**config.mk**
```make
export PLATFORM = sky130hd
export DESIGN_NAME = sgr_utf8_row_decoder_unit
export DESIGN_NICKNAME = d
export VERILOG_FILES = /design/src/sv/sud_pkg.sv /design/src/sv/sgr_utf8_row_decoder_unit.sv
export SDC_FILE = /design/constraint.sdc
export NUM_CORES = 1
export LEC_CHECK = 0
export BUFFER_PORTS_ARGS = -buffer_cell sky130_fd_sc_hd__buf_2
export CAP_MARGIN = 0
export CORE_UTILIZATION = 69
export CTS_BUF_LIST = sky130_fd_sc_hd__clkbuf_8
export CTS_CLUSTER_DIAMETER = 40
export DETAILED_ROUTE_END_ITERATION = 10
export PLACE_DENSITY_LB_ADDON = 0.08
export SLEW_MARGIN = 10
export SYNTH_ARGS = -nofsm -noshare
export SYNTH_HDL_FRONTEND = slang
export SYNTH_SLANG_ARGS = --single-unit
```
**constraint.sdc**
```tcl
create_clock -name clk_i -period 14.45 [get_ports clk_i]
set_clock_uncertainty 0.05 [all_clocks]
set_input_delay 0.7225 -clock clk_i [delete_from_list [all_inputs] [get_ports clk_i]]
set_output_delay 0.7225 -clock clk_i [all_outputs]
set_load 0.02 [all_outputs]
```
**src/sv/sud_pkg.sv**
```systemverilog
`timescale 1ns / 1ps
// Package for the SGR / UTF-8 row decoder: shared types, codes and the
// SGR parameter functions. Depends on nothing.
package sud_pkg;

  localparam logic [8:0] MAX_COLS = 9'd256;
  localparam logic [8:0] ROW_WIDTH_RESET = 9'd80;

  localparam logic [1:0] PH_TEXT = 2'd0;
  localparam logic [1:0] PH_ESC  = 2'd1;
  localparam logic [1:0] PH_SGR  = 2'd2;

  localparam logic [7:0] CH_ESC     = 8'h1B;
  localparam logic [7:0] CH_BRACKET = 8'h5B;
  localparam logic [7:0] CH_SEMI    = 8'h3B;
  localparam logic [7:0] CH_FINAL_M = 8'h6D;
  localparam logic [7:0] CH_SPACE   = 8'h20;

  localparam logic [20:0] CP_REPLACEMENT = 21'h00FFFD;
  localparam logic [20:0] CP_ESC         = 21'h00001B;

  localparam logic [15:0] SGR_RESET     = 16'd0;
  localparam logic [15:0] SGR_BOLD      = 16'd1;
  localparam logic [15:0] SGR_DIM       = 16'd2;
  localparam logic [15:0] SGR_ITALIC    = 16'd3;
  localparam logic [15:0] SGR_UNDERLINE = 16'd4;
  localparam logic [15:0] SGR_BLINK     = 16'd5;
  localparam logic [15:0] SGR_INVERSE   = 16'd7;
  localparam logic [15:0] SGR_INVISIBLE = 16'd8;
  localparam logic [15:0] SGR_STRIKE    = 16'd9;
  localparam logic [15:0] SGR_FG_EXT    = 16'd38;
  localparam logic [15:0] SGR_FG_DEF    = 16'd39;
  localparam logic [15:0] SGR_BG_EXT    = 16'd48;
  localparam logic [15:0] SGR_BG_DEF    = 16'd49;
  localparam logic [15:0] SGR_WIDE      = 16'd100;
  localparam logic [15:0] SGR_SPACER    = 16'd101;
  localparam logic [15:0] SGR_TRUECOLOR = 16'd2;

  localparam logic [2:0] CPH_IDLE  = 3'd0;
  localparam logic [2:0] CPH_MODE  = 3'd1;
  localparam logic [2:0] CPH_RED   = 3'd2;
  localparam logic [2:0] CPH_GREEN = 3'd3;
  localparam logic [2:0] CPH_BLUE  = 3'd4;

  // Attribute and color-sequence state touched by SGR parameters.
  typedef struct packed {
    logic [9:0]  flags;
    logic [24:0] fg;
    logic [24:0] bg;
    logic [2:0]  cphase;
    logic        is_bg;
    logic [15:0] held0;
    logic [15:0] held1;
  } sgr_t;

  // One output cell.
  typedef struct packed {
    logic [20:0] code_point;
    logic [7:0]  column;
    logic [9:0]  attr_flags;
    logic        fg_is_rgb;
    logic [23:0] fg_rgb;
    logic        bg_is_rgb;
    logic [23:0] bg_rgb;
    logic        row_done;
  } cell_t;

  function automatic sgr_t apply_param(sgr_t s, logic [15:0] v);
    sgr_t r;
    logic normal;
    logic [24:0] c;
    r = s;
    normal = 1'b0;
    c = {1'b1, s.held0[7:0], s.held1[7:0], v[7:0]};
    case (s.cphase)
      CPH_IDLE: normal = 1'b1;
      CPH_MODE: begin
        if (v == SGR_TRUECOLOR) begin
          r.cphase = CPH_RED;
        end else begin
          r.cphase = CPH_IDLE;
          normal = 1'b1;
        end
      end
      CPH_RED: begin
        r.held0 = v;
        r.cphase = CPH_GREEN;
      end
      CPH_GREEN: begin
        r.held1 = v;
        r.cphase = CPH_BLUE;
      end
      default: begin
        if (s.is_bg) r.bg = c;
        else r.fg = c;
        r.cphase = CPH_IDLE;
      end
    endcase
    if (normal) begin
      case (v)
        SGR_RESET: begin
          r.flags = '0;
          r.fg = '0;
          r.bg = '0;
        end
        SGR_BOLD:      r.flags[0] = 1'b1;
        SGR_DIM:       r.flags[1] = 1'b1;
        SGR_ITALIC:    r.flags[2] = 1'b1;
        SGR_UNDERLINE: r.flags[3] = 1'b1;
        SGR_BLINK:     r.flags[4] = 1'b1;
        SGR_INVERSE:   r.flags[5] = 1'b1;
        SGR_INVISIBLE: r.flags[6] = 1'b1;
        SGR_STRIKE:    r.flags[7] = 1'b1;
        SGR_FG_DEF:    r.fg = '0;
        SGR_BG_DEF:    r.bg = '0;
        SGR_FG_EXT: begin
          r.cphase = CPH_MODE;
          r.is_bg = 1'b0;
        end
        SGR_BG_EXT: begin
          r.cphase = CPH_MODE;
          r.is_bg = 1'b1;
        end
        SGR_WIDE:      r.flags[8] = 1'b1;
        SGR_SPACER:    r.flags[9] = 1'b1;
        default: ;
      endcase
    end
    return r;
  endfunction

  // End of a run: an unfinished color sequence is dropped and the
  // parameters it swallowed are replayed. Three rounds always settle it.
  function automatic sgr_t flush_color(sgr_t s);
    sgr_t r;
    logic [2:0] ph;
    logic [15:0] h0;
    logic [15:0] h1;
    r = s;
    for (int i = 0; i < 3; i++) begin
      ph = r.cphase;
      h0 = r.held0;
      h1 = r.held1;
      r.cphase = CPH_IDLE;
      if (ph >= CPH_RED) r = apply_param(r, SGR_TRUECOLOR);
      if (ph >= CPH_GREEN) r = apply_param(r, h0);
      if (ph >= CPH_BLUE) r = apply_param(r, h1);
    end
    return r;
  endfunction

endpackage

```
**src/sv/sgr_utf8_row_decoder_unit.sv**
```systemverilog
`timescale 1ns / 1ps
// Top level of the SGR / UTF-8 row decoder: parser, decoder and output queue.
// Depends on sud_pkg.
//
// Usage: bytes of one archived terminal row enter on the input channel
// (valid_i / stall_o), with last_byte_i set on the final byte. Each decoded
// character leaves as one word on the output channel (valid_o / stall_i),
// carrying code point, column and the attributes in force. A byte may give
// zero, one or two words.
// Each word is registered into the output queue when its byte is taken.
// Throughput: one byte per cycle; the only limit is the output port, which
// moves one word a cycle when not stalled, so bytes that give two words slow
// the stream. The parser state advances in one step per byte between the
// input handshake and a four-word output queue; stall_o rises once fewer than
// two queue slots are free, so a byte is only taken when all its words fit.
// Reset: the queue empties, the parser returns to plain text with default
// attributes, and the row width returns to 80 columns. The user must write the
// row width through cfg_we_i / cfg_wdata_i only while the block is idle; the
// block itself does not enforce it. When the receiver stalls, the head word
// holds steady and the queue keeps taking bytes until it is nearly full.
module sgr_utf8_row_decoder_unit (
  input  logic        clk_i,
  input  logic        rst_ni,
  input  logic        cfg_we_i,
  input  logic [8:0]  cfg_wdata_i,
  input  logic        valid_i,
  output logic        stall_o,
  input  logic [7:0]  data_byte_i,
  input  logic        last_byte_i,
  output logic        valid_o,
  input  logic        stall_i,
  output logic [20:0] code_point_o,
  output logic [7:0]  column_o,
  output logic [9:0]  attr_flags_o,
  output logic        fg_is_rgb_o,
  output logic [23:0] fg_rgb_o,
  output logic        bg_is_rgb_o,
  output logic [23:0] bg_rgb_o,
  output logic        row_done_o
);
  import sud_pkg::*;

  logic [8:0]  row_width_q;
  logic [1:0]  phase_q, phase_d;
  logic [20:0] acc_q, acc_d;
  logic [1:0]  pend_q, pend_d;
  logic [15:0] pv_q, pv_d;
  logic        pp_q, pp_d;
  sgr_t        sgr_q, sgr_d;
  logic [8:0]  col_q, col_d;

  logic        accept;
  logic [7:0]  b;
  logic [2:0]  cand_v;
  logic [20:0] cand_cp [3];
  logic        cont;
  logic [20:0] acc_new;
  logic [19:0] digit_val;
  logic [8:0]  w;
  logic [20:0] cp0, cp1;
  logic        e0, e1;
  cell_t       cell0, cell1;

  cell_t       fifo_q [4];
  logic [1:0]  wr_q, rd_q;
  logic [2:0]  cnt_q;
  logic        pop;
  logic [1:0]  push_n;

  assign accept = valid_i && !stall_o;
  assign b = data_byte_i;
  assign w = (row_width_q > MAX_COLS) ? MAX_COLS : row_width_q;
  assign digit_val = {1'b0, pv_q, 3'b000} + {3'b000, pv_q, 1'b0} + {16'd0, b[3:0]};
  assign acc_new = {acc_q[14:0], b[5:0]};

  // Byte handling. Three candidate cells can be raised, in slot order; the first
  // two raised are emitted while they fit in the row.
  always_comb begin
    phase_d = phase_q;
    acc_d = acc_q;
    pend_d = pend_q;
    pv_d = pv_q;
    pp_d = pp_q;
    sgr_d = sgr_q;
    cand_v = 3'b000;
    cand_cp[0] = CP_ESC;
    cand_cp[1] = CP_REPLACEMENT;
    cand_cp[2] = CP_REPLACEMENT;
    cont = 1'b0;

    unique case (phase_q)
      PH_SGR: begin
        if (b >= 8'h30 && b <= 8'h39) begin
          pv_d = (digit_val > 20'hFFFF) ? 16'hFFFF : digit_val[15:0];
          pp_d = 1'b1;
        end else if (b == CH_SEMI) begin
          sgr_d = apply_param(sgr_q, pv_q);
          pv_d = '0;
          pp_d = 1'b0;
        end else if (b == CH_FINAL_M) begin
          sgr_d = flush_color(pp_q ? apply_param(sgr_q, pv_q) : sgr_q);
          pv_d = '0;
          pp_d = 1'b0;
          phase_d = PH_TEXT;
        end
      end
      default: begin
        if (phase_q == PH_ESC) begin
          if (b == CH_BRACKET) begin
            phase_d = PH_SGR;
            pv_d = '0;
            pp_d = 1'b0;
            sgr_d.cphase = CPH_IDLE;
          end else begin
            phase_d = PH_TEXT;
            cand_v[0] = 1'b1;
            cand_cp[0] = CP_ESC;
          end
        end else if (pend_q != 2'd0) begin
          cont = (b[7:6] == 2'b10);
          if (pend_q == 2'd2 && acc_q == 21'h0 && b < 8'hA0) cont = 1'b0;
          if (pend_q == 2'd2 && acc_q == 21'hD && b > 8'h9F) cont = 1'b0;
          if (pend_q == 2'd3 && acc_q == 21'h0 && b < 8'h90) cont = 1'b0;
          if (pend_q == 2'd3 && acc_q == 21'h4 && b > 8'h8F) cont = 1'b0;
          if (cont) begin
            pend_d = pend_q - 2'd1;
            acc_d = acc_new;
            if (pend_q == 2'd1) begin
              cand_v[0] = 1'b1;
              cand_cp[0] = acc_new;
              acc_d = '0;
            end
          end else begin
            pend_d = 2'd0;
            acc_d = '0;
            cand_v[0] = 1'b1;
            cand_cp[0] = CP_REPLACEMENT;
          end
        end

        // A fresh byte in text, unless it continued a sequence or opened a run.
        if (!cont && !(phase_q == PH_ESC && b == CH_BRACKET)) begin
          if (b == CH_ESC) begin
            phase_d = PH_ESC;
          end else if (b < 8'h80) begin
            cand_v[1] = 1'b1;
            cand_cp[1] = {13'd0, b};
          end else if (b >= 8'hC2 && b <= 8'hDF) begin
            acc_d = {16'd0, b[4:0]};
            pend_d = 2'd1;
          end else if (b >= 8'hE0 && b <= 8'hEF) begin
            acc_d = {17'd0, b[3:0]};
            pend_d = 2'd2;
          end else if (b >= 8'hF0 && b <= 8'hF4) begin
            acc_d = {18'd0, b[2:0]};
            pend_d = 2'd3;
          end else begin
            cand_v[1] = 1'b1;
            cand_cp[1] = CP_REPLACEMENT;
          end
        end
      end
    endcase

    // The final byte closes an open escape or cut-short character; state resets.
    if (last_byte_i) begin
      if (phase_d == PH_ESC) begin
        cand_v[2] = 1'b1;
        cand_cp[2] = CP_ESC;
      end else if (phase_d == PH_TEXT && pend_d != 2'd0) begin
        cand_v[2] = 1'b1;
        cand_cp[2] = CP_REPLACEMENT;
      end
      phase_d = PH_TEXT;
      acc_d = '0;
      pend_d = '0;
      pv_d = '0;
      pp_d = 1'b0;
      sgr_d.flags = '0;
      sgr_d.fg = '0;
      sgr_d.bg = '0;
      sgr_d.cphase = CPH_IDLE;
      sgr_d.is_bg = 1'b0;
    end
  end

  // Pick the first two raised candidates and check them against the row.
  always_comb begin
    cp0 = cand_v[0] ? cand_cp[0] : (cand_v[1] ? cand_cp[1] : cand_cp[2]);
    cp1 = (cand_v[0] && cand_v[1]) ? cand_cp[1] : cand_cp[2];
    e0 = (cand_v != 3'b000) && (col_q < w);
    e1 = ($countones(cand_v) >= 2) && ({1'b0, col_q} + 10'd1 < {1'b0, w});

    cell0.code_point = (cp0 == {13'd0, CH_SPACE}) ? 21'd0 : cp0;
    cell0.column = col_q[7:0];
    cell0.attr_flags = sgr_q.flags;
    cell0.fg_is_rgb = sgr_q.fg[24];
    cell0.fg_rgb = sgr_q.fg[24] ? sgr_q.fg[23:0] : 24'd0;
    cell0.bg_is_rgb = sgr_q.bg[24];
    cell0.bg_rgb = sgr_q.bg[24] ? sgr_q.bg[23:0] : 24'd0;
    cell0.row_done = ({1'b0, col_q} + 10'd1 == {1'b0, w}) || (last_byte_i && !e1);

    cell1 = cell0;
    cell1.code_point = (cp1 == {13'd0, CH_SPACE}) ? 21'd0 : cp1;
    cell1.column = col_q[7:0] + 8'd1;
    cell1.row_done = ({1'b0, col_q} + 10'd2 == {1'b0, w}) || last_byte_i;

    if (last_byte_i) col_d = '0;
    else col_d = col_q + {8'd0, e0} + {8'd0, e1};
  end

  assign push_n = accept ? ({1'b0, e0} + {1'b0, e1}) : 2'd0;
  assign pop = valid_o && !stall_i;
  assign stall_o = cnt_q > 3'd2;
  assign valid_o = cnt_q != 3'd0;

  always_ff @(posedge clk_i or negedge rst_ni) begin
    if (!rst_ni) begin
      row_width_q <= ROW_WIDTH_RESET;
      phase_q <= PH_TEXT;
      acc_q <= '0;
      pend_q <= '0;
      pv_q <= '0;
      pp_q <= 1'b0;
      sgr_q <= '0;
      col_q <= '0;
      wr_q <= '0;
      rd_q <= '0;
      cnt_q <= '0;
    end else begin
      if (cfg_we_i) row_width_q <= cfg_wdata_i;
      if (accept) begin
        phase_q <= phase_d;
        acc_q <= acc_d;
        pend_q <= pend_d;
        pv_q <= pv_d;
        pp_q <= pp_d;
        sgr_q <= sgr_d;
        col_q <= col_d;
      end
      wr_q <= wr_q + push_n;
      rd_q <= rd_q + {1'b0, pop};
      cnt_q <= cnt_q + {1'b0, push_n} - {2'b00, pop};
    end
  end

  // The queue storage carries no reset.
  always_ff @(posedge clk_i) begin
    if (accept) begin
      if (e0) fifo_q[wr_q] <= cell0;
      if (e1) fifo_q[wr_q + 2'd1] <= cell1;
    end
  end

  assign code_point_o = fifo_q[rd_q].code_point;
  assign column_o = fifo_q[rd_q].column;
  assign attr_flags_o = fifo_q[rd_q].attr_flags;
  assign fg_is_rgb_o = fifo_q[rd_q].fg_is_rgb;
  assign fg_rgb_o = fifo_q[rd_q].fg_rgb;
  assign bg_is_rgb_o = fifo_q[rd_q].bg_is_rgb;
  assign bg_rgb_o = fifo_q[rd_q].bg_rgb;
  assign row_done_o = fifo_q[rd_q].row_done;

endmodule
```
==> impl_metrics.csv, run 1 <==
group,metric,value,unit
run_status,status,"completed",
sta,fin_crit_sh,0.406,
synthesis,synth_edf_count,340,
global_routing,grt_pass1_wl,108,mm
clock_tree,cts-root-buf,"clkbuf_8",
clock_tree,clk_path_buf_depth,3,
detailed_routing,routed_wl,70.0,mm
synthesis,ys_seq_area_frac,0.556,
clock_tree,ctsHoldBuffers,0,
cells_and_area,drive_above_1_share,0.194,
sta,slew_headroom,0.161,
floorplanning,std_cell_rows,71,
cells_and_area,fill_cells,2380,
sta,setup_viol,0,
clock_tree,cts_resized,0,
clock_tree,clk_pin_slew,0.06,ns
synthesis,yosys_warnings,0,
synthesis,synthArstFlopShare,0.312,
power_and_ir_drop,intPower,3.14,mW
synthesis,synth_top_area_frac,0.387,
sta,rsz0062_at_grt,"false",
clock_tree,numCtsBuffers,86,
placed_design,place_ws,8.50,ns
worst_setup_path,worstSetupPathType,"reg2reg",
placed_design,portBuffers,114,
placed_design,gp_congestion,0.976,
placed_design,dp_hpwl,44.5,mm
sta,hold_viol,0,
power_and_ir_drop,p_comb_frac,0.310,
power_and_ir_drop,ir_drop,0.220,mV
detailed_routing,avgRoutedWirePerCell,24.9,um
clock_tree,cts_max_level,3,
cells_and_area,fin_area,29200,sq um
floorplanning,fp.dieH,198,um
sta,drv_slew,0,
worst_setup_path,required,14.89,ns
global_routing,grt_max_degree,103,
synthesis,netlist.top_cell.by_area,"edfxtp_1",
floorplanning,chipWidth,198,um
clock_tree,clkSinkCount,523,
run,maxCapViolCount,0,
synthesis,synth_area_leaders,"edfxtp_1 39%, dfrtp_1 15%, mux4_2 7.7%, and3_1 3.6%, ha_1 3.0%",
power_and_ir_drop,p_leak,11.9,nW
synthesis,syn_area,26400,sq um
worst_setup_path,cp_slowest_cell,"buf_4",
min_path,hold_class,"in2async",
power_and_ir_drop,p_sw,1.70,mW
power_and_ir_drop,pwr-share-clk,0.286,
synthesis,syn_nets,2230,
sta,max_freq,0.171,GHz
worst_setup_path,slowest_delay,0.94,ns
synthesis,synth.avg_cell_area,12.3,sq um
global_routing,grt.total_usage,0.366,
cells_and_area,synthToLayoutAreaGrowth,10.4,%
clock_tree,insertion_delay,0.65,ns
synthesis,ys_ff_latch,523,
worst_setup_path,critPathMaxFanout,100,
detailed_routing,dr.pass1.iters,5,
sta,setup_ws,8.59,ns
global_routing,antenna_found_initial,3,
synthesis,yosys_most_used_dff,"edfxtp_1",
worst_setup_path,worst_path_most_repeated_cell,"ha_1",
worst_setup_path,cpLargestDelayFamily,"compound AO/OA/AOI/OAI gates",
detailed_routing,first_iter_violations,2411,
sta,tightestPinTransition,1.26,ns
power_and_ir_drop,switching_share,0.351,
worst_setup_path,path_buf_inv,2,
sta,fin_tns_setup,0,ns
synthesis,synth.distinct_cells,100,
worst_setup_path,endpoint_kind,"flip-flop",
clock_tree,cts_setup_buffers,0,
global_routing,grt_pass1_vias,19100,
worst_setup_path,startpoint_type,"flip-flop",
global_routing,gr-total-overflow,0,
detailed_routing,remaining_drc_errors,0,
floorplanning,core_area,37700,sq um
power_and_ir_drop,seqPwrFrac,0.404,
power_and_ir_drop,p_total,4.83,mW
worst_setup_path,arrival,6.31,ns
floorplanning,io_pins,115,
cells_and_area,fin_util,0.774,
detailed_routing,dr_total_vias,19400,
worst_setup_path,crit_path_cell_trace,"ha_1 -> nor3b_1 -> o221ai_1 -> a211o_1 -> a41oi_1 -> o31ai_1 -> o21ai_2 -> nand2_1 -> ha_1 -> a21o_1 -> nand3b_2 -> nor2_2 -> nor2_4 -> inv_4 -> buf_4 -> and3_1",
synthesis,synth_cells,2140,
clock_tree,tritoncts,"done",
power_and_ir_drop,cellPowerDensity,166,nW/um^2
cells_and_area,fin_nets,2313,
detailed_routing,antenna_left,0,
sta,fin_crit,5.86,ns
floorplanning,initial_core_util,0.701,
detailed_routing,viasPerCell,6.91,
floorplanning,die-area,39100,sq um
placed_design,placed_area,27300,sq um
-- sequential cells by signal, summed over array words and instances (netlist names) --
name,flops
pp_q,1
cell0,12
sgr_q,84
row_width_q,9
phase_q,2
wr_q,2
cnt_q,3
col_q,9
pend_q,2
fifo_q,360
acc_q,21
rd_q,2
pv_q,16
-- cell type report --
| class | count | area (sq um) | area share |
|---|---|---|---|
| sequential | 523 | 14700 | 0.504 |
| multi-input combinational | 1414 | 10900 | 0.375 |
| clock buffer | 100 | 1380 | 0.0472 |
| timing repair buffer | 146 | 817 | 0.0280 |
| tap | 511 | 639 | 0.0219 |
| clock inverter | 61 | 497 | 0.0170 |
| inverter | 52 | 203 | 0.00695 |
| antenna | 4 | 10.0 | 0.000343 |
-- per-layer routing --
| layer | up-vias | track usage | wire, um |
|---|---|---|---|
| met5 | - | 0 | 0 |
| met4 | 0 | 0.147 | 2320 |
| met3 | 181 | 0.0657 | 6800 |
| met2 | 1113 | 0.578 | 33200 |
| met1 | 9673 | 0.509 | 27700 |
| li1 | 8461 | - | - |
-- per-stage QoR --
step,cells,hold slack [ns]
floorplan,2140,0.377
global placement,2646,0.391
detailed placement,2646,0.401
CTS,2807,0.138
global route,2809,0.174
finish,2811,0.117
-- final timing paths --
kind / startpoint / endpoint / slack (ns) / cells past startpoint
setup reg to reg: pend_q[1] / fifo_q[0][30] / 8.59 / 16
hold / removal: rst_ni / pv_q[13] / 0.12 / 1
min in group clk_i: cfg_wdata_i[6] / row_width_q[6] / 0.26 / 2
hold reg to reg: fifo_q[2][87] / fifo_q[2][87] / 0.41 / 2
setup / recovery: pend_q[1] / fifo_q[0][30] / 8.59 / 16
max in group asynchronous: rst_ni / rd_q[0] / 12.76 / 2
-- synthesized netlist by cell type (23+ instances only) --
cell      number
o22ai_1       34
nor2_1        87
mux4_2        90
inv_1         45
nand3_1       49
o21ai_0      139
and3_1       150
a22o_1        81
a21oi_1       54
nand2_1      160
clkbuf_1     107
edfxtp_1     340
nor4_1        23
ha_1          63
and2_1        91
buf_2         26
nor3_1        27
dfrtp_1      161
mux2_2        35
-- power by group through the flow --
stage	logic (mW)	registers [mW]	clock network, mW
3_3_place_gp	1.45	1.96	0
3_5_place_dp	1.48	1.97	0
6_report	1.50	1.95	1.38
5_1_grt	1.60	1.97	1.46
2_1_floorplan	1.10	1.90	0
4_1_cts	1.49	1.95	1.39
-- placed cells by master, fill, tap and decap left out, types with 8 or more instances in the layout --
master | Yosys | routed
edfxtp_1 | 340 | 340
nand2_1 | 160 | 159
dfrtp_1 | 161 | 159
and3_1 | 150 | 150
o21ai_0 | 139 | 139
buf_2 | 26 | 113
clkbuf_8 | 0 | 100
and2_1 | 91 | 91
mux4_2 | 90 | 90
nor2_1 | 87 | 87
a22o_1 | 81 | 81
inv_1 | 45 | 78
ha_1 | 63 | 63
a21oi_1 | 54 | 54
nand3_1 | 49 | 49
mux2_2 | 35 | 35
o22ai_1 | 34 | 34
buf_4 | 2 | 32
nor3_1 | 27 | 26
nor4_1 | 23 | 21
o31ai_1 | 21 | 21
a21o_1 | 21 | 21
dfxtp_1 | 20 | 20
a32o_1 | 18 | 18
xnor2_1 | 17 | 17
a22oi_1 | 15 | 15
nand2b_1 | 13 | 13
nor2b_1 | 13 | 13
nand4_1 | 12 | 12
a221oi_1 | 12 | 12
or3_1 | 11 | 11
o21a_1 | 9 | 9
xor2_1 | 9 | 9
a31oi_1 | 9 | 9
nand4b_1 | 8 | 8
a211oi_1 | 8 | 8
bufinv_16 | 0 | 8
-- cells by family (layout without fill, tap and decap cells) --
group | after synthesis | count (layout) | synth area share
simple gates | 685 | 685 | 0.141
flops | 523 | 523 | 0.556
compound gates | 503 | 503 | 0.135
buf+inv | 203 | 359 | 0.0312
mux | 132 | 132 | 0.0945
fa+ha+maj | 68 | 68 | 0.0333
xor+xnor | 26 | 26 | 0.00862
other cells | 0 | 4 | 0
Note: power is estimated with default switching activity, not from simulation.
==> run 2: changes to the inputs <==
Settings changed: CORE_UTILIZATION 69 to 58.
Clock period 14.45 ns to 4.8 ns, I/O delays scaled along.
==> impl_metrics.csv, run 2 (synthesis results as in run 1) <==
group,metric,value,unit
cells_and_area,top_register,"fifo_q",
clock_tree,clkSinkCount,523,
run_status,status,"completed",
placed_design,portBuffers,114,
detailed_routing,dr.pass1.iters,5,
floorplanning,fp.dieH,215,um
power_and_ir_drop,p_sw,5.11,mW
clock_tree,cts_resized,0,
power_and_ir_drop,cellPowerDensity,487,nW/um^2
cells_and_area,fin_util,0.674,
worst_setup_path,cp_slowest_cell,"dfrtp_1",
cells_and_area,multi_input_area,10900,sq um
cells_and_area,fill_cells,3256,
detailed_routing,dr_total_vias,19100,
placed_design,dp_hpwl,46.7,mm
worst_setup_path,endpoint_kind,"flip-flop",
sta,fin_tns_setup,0,ns
power_and_ir_drop,p_comb_frac,0.321,
global_routing,gr-total-overflow,0,
sta,hold_ws,0.0641,ns
worst_setup_path,crit_path_cell_trace,"ha_1 -> and4_1 -> o221ai_1 -> a211o_1 -> nand3_1 -> o31ai_1 -> buf_4 -> o21ai_2 -> nand2_1 -> ha_1 -> a21o_1 -> nand3b_2 -> inv_1 -> ha_1 -> nand2_1 -> ha_1 -> inv_1 -> ha_1 -> fa_1 -> xnor2_1",
sta,hold_viol,0,
clock_tree,cts_max_level,3,
run,maxCapViolCount,0,
power_and_ir_drop,seqPwrFrac,0.398,
detailed_routing,drt-met1-wl,30.6,mm
min_path,hold_class,"in2async",
detailed_routing,first_iter_violations,1999,
cells_and_area,fin_nets,2401,
clock_tree,clk_path_buf_depth,3,
cells_and_area,largest_reg_flops,360,
power_and_ir_drop,intPower,9.53,mW
power_and_ir_drop,p_leak,12.4,nW
floorplanning,std_cell_rows,77,
power_and_ir_drop,pwr-share-clk,0.281,
detailed_routing,remaining_drc_errors,0,
clock_tree,tritoncts,"done",
floorplanning,chipWidth,215,um
worst_setup_path,critPathMaxFanout,10,
clock_tree,cts-root-buf,"clkbuf_8",
worst_setup_path,arrival,4.98,ns
sta,fin_crit_sh,0.930,
detailed_routing,avgRoutedWirePerCell,23.4,um
clock_tree,cts_setup_buffers,0,
sta,setup_viol,0,
floorplanning,core_area,44600,sq um
sta,max_freq,0.224,GHz
cells_and_area,fin_area,30100,sq um
cells_and_area,final_common_cell,"edfxtp_1",
cells_and_area,top_regs,"fifo_q x360, sgr_q x84, acc_q x21",
power_and_ir_drop,switching_share,0.349,
worst_setup_path,slowest_delay,0.55,ns
power_and_ir_drop,ir_drop,0.639,mV
cells_and_area,ff_latch_area,14700,sq um
worst_setup_path,required,5.32,ns
worst_setup_path,worstSetupPathType,"reg2reg",
detailed_routing,dr.max_layer_used,"met4",
global_routing,grt_pass1_vias,19000,
cells_and_area,synthToLayoutAreaGrowth,13.9,%
sta,rsz0062_at_grt,"false",
sta,slew_headroom,0.392,
worst_setup_path,worst_path_most_repeated_cell,"ha_1",
sta,drv_slew,0,
clock_tree,insertion_delay,0.68,ns
cells_and_area,layout_common_cells,"340 x edfxtp_1, 159 x nand2_1, 159 x dfrtp_1",
placed_design,placed_area,28000,sq um
floorplanning,io_pins,115,
sta,fin_crit,4.46,ns
clock_tree,numCtsBuffers,92,
detailed_routing,route.met2.wl,32.6,mm
detailed_routing,wl_met3,4.96,mm
placed_design,gp_congestion,0.920,
floorplanning,initial_core_util,0.592,
global_routing,grt.total_usage,0.306,
detailed_routing,viasPerCell,6.40,
worst_setup_path,startpoint_type,"flip-flop",
detailed_routing,routed_wl,69.9,mm
cells_and_area,final_cell_count_no_fill,2984,
floorplanning,die-area,46400,sq um
global_routing,grt_max_degree,98,
cells_and_area,drive_above_1_share,0.211,
placed_design,dp.cells,2783,
detailed_routing,antenna_left,0,
clock_tree,clk_pin_slew,0.06,ns
global_routing,antenna_found_initial,0,
sta,tightestPinTransition,0.912,ns
global_routing,grt_pass1_wl,110,mm
## run 2: cell types whose count changed in the layout (fill, tap and decap cells not counted), moves of 3 or more
cell	delta
buf_4	+44
dlygate4sd3_1	+26
clkinv_1	+13
buf_12	+12
clkbuf_8	+4
clkinv_2	+4
bufinv_16	-3
inv_1	-3
## run 2: layout make-up
cell class,instances,area share
timing repair buffer,228,0.0548
clock inverter,69,0.0145
sequential,523,0.489
clock buffer,104,0.0476
antenna,2,0.000166
tap,592,0.0246
multi-input combinational,1414,0.363
inverter,52,0.00674
## run 2: metrics by stage
stage	worst slack (ns)	power [mW]
after floorplan	0.0452	8.99
after global placement	0.469	10.5
after detailed placement	0.406	10.6
after CTS	0.367	14.7
after global routing	0.0559	15.3
final	0.338	14.6
## run 2: what timing repair did
action                                  in CTS  in global routing
hold buffers                                26                  0
endpoints found under the hold margin       82                  0
endpoints found under the setup margin       0                  0
## run 2: path summary, 6_finish.rpt
check	from	end	slack, ns	cells past startpoint
worst max-delay path	pend_q[1]	cnt_q[2]	0.34	20
worst min-delay path	rst_ni	pv_q[12]	0.06	2
worst max register to register	pend_q[1]	cnt_q[2]	0.34	20
worst min register to register	fifo_q[2][87]	fifo_q[2][87]	0.41	2
max in group asynchronous	rst_ni	acc_q[0]	3.63	3
min in group clk_i	data_byte_i[0]	acc_q[0]	0.06	3
## run 2: layer usage
layer	GRT usage	up-vias
met2	0.474	741
li1	-	8638
met1	0.440	9600
met4	0.105	0
met3	0.0550	110
met5	0	-
## run 2: power groups by stage
stage	Clock, mW	Combinational (mW)	Sequential, mW
floorplan	0	3.31	5.68
global placement	0	4.64	5.88
detailed placement	0	4.69	5.92
CTS	4.18	4.72	5.83
global route	4.39	5.06	5.88
finish	4.11	4.70	5.83
## run 2: critical path: cells and delay by family (launching register included)
kind,cells,cell delay (ns)
XOR/XNOR,1,0.19
flip-flops,1,0.55
AND/OR/NAND/NOR,5,0.70
buffers and inverters,3,0.28
adder cells (fa/ha/maj),6,1.66
AO/OA/AOI/OAI,5,0.93
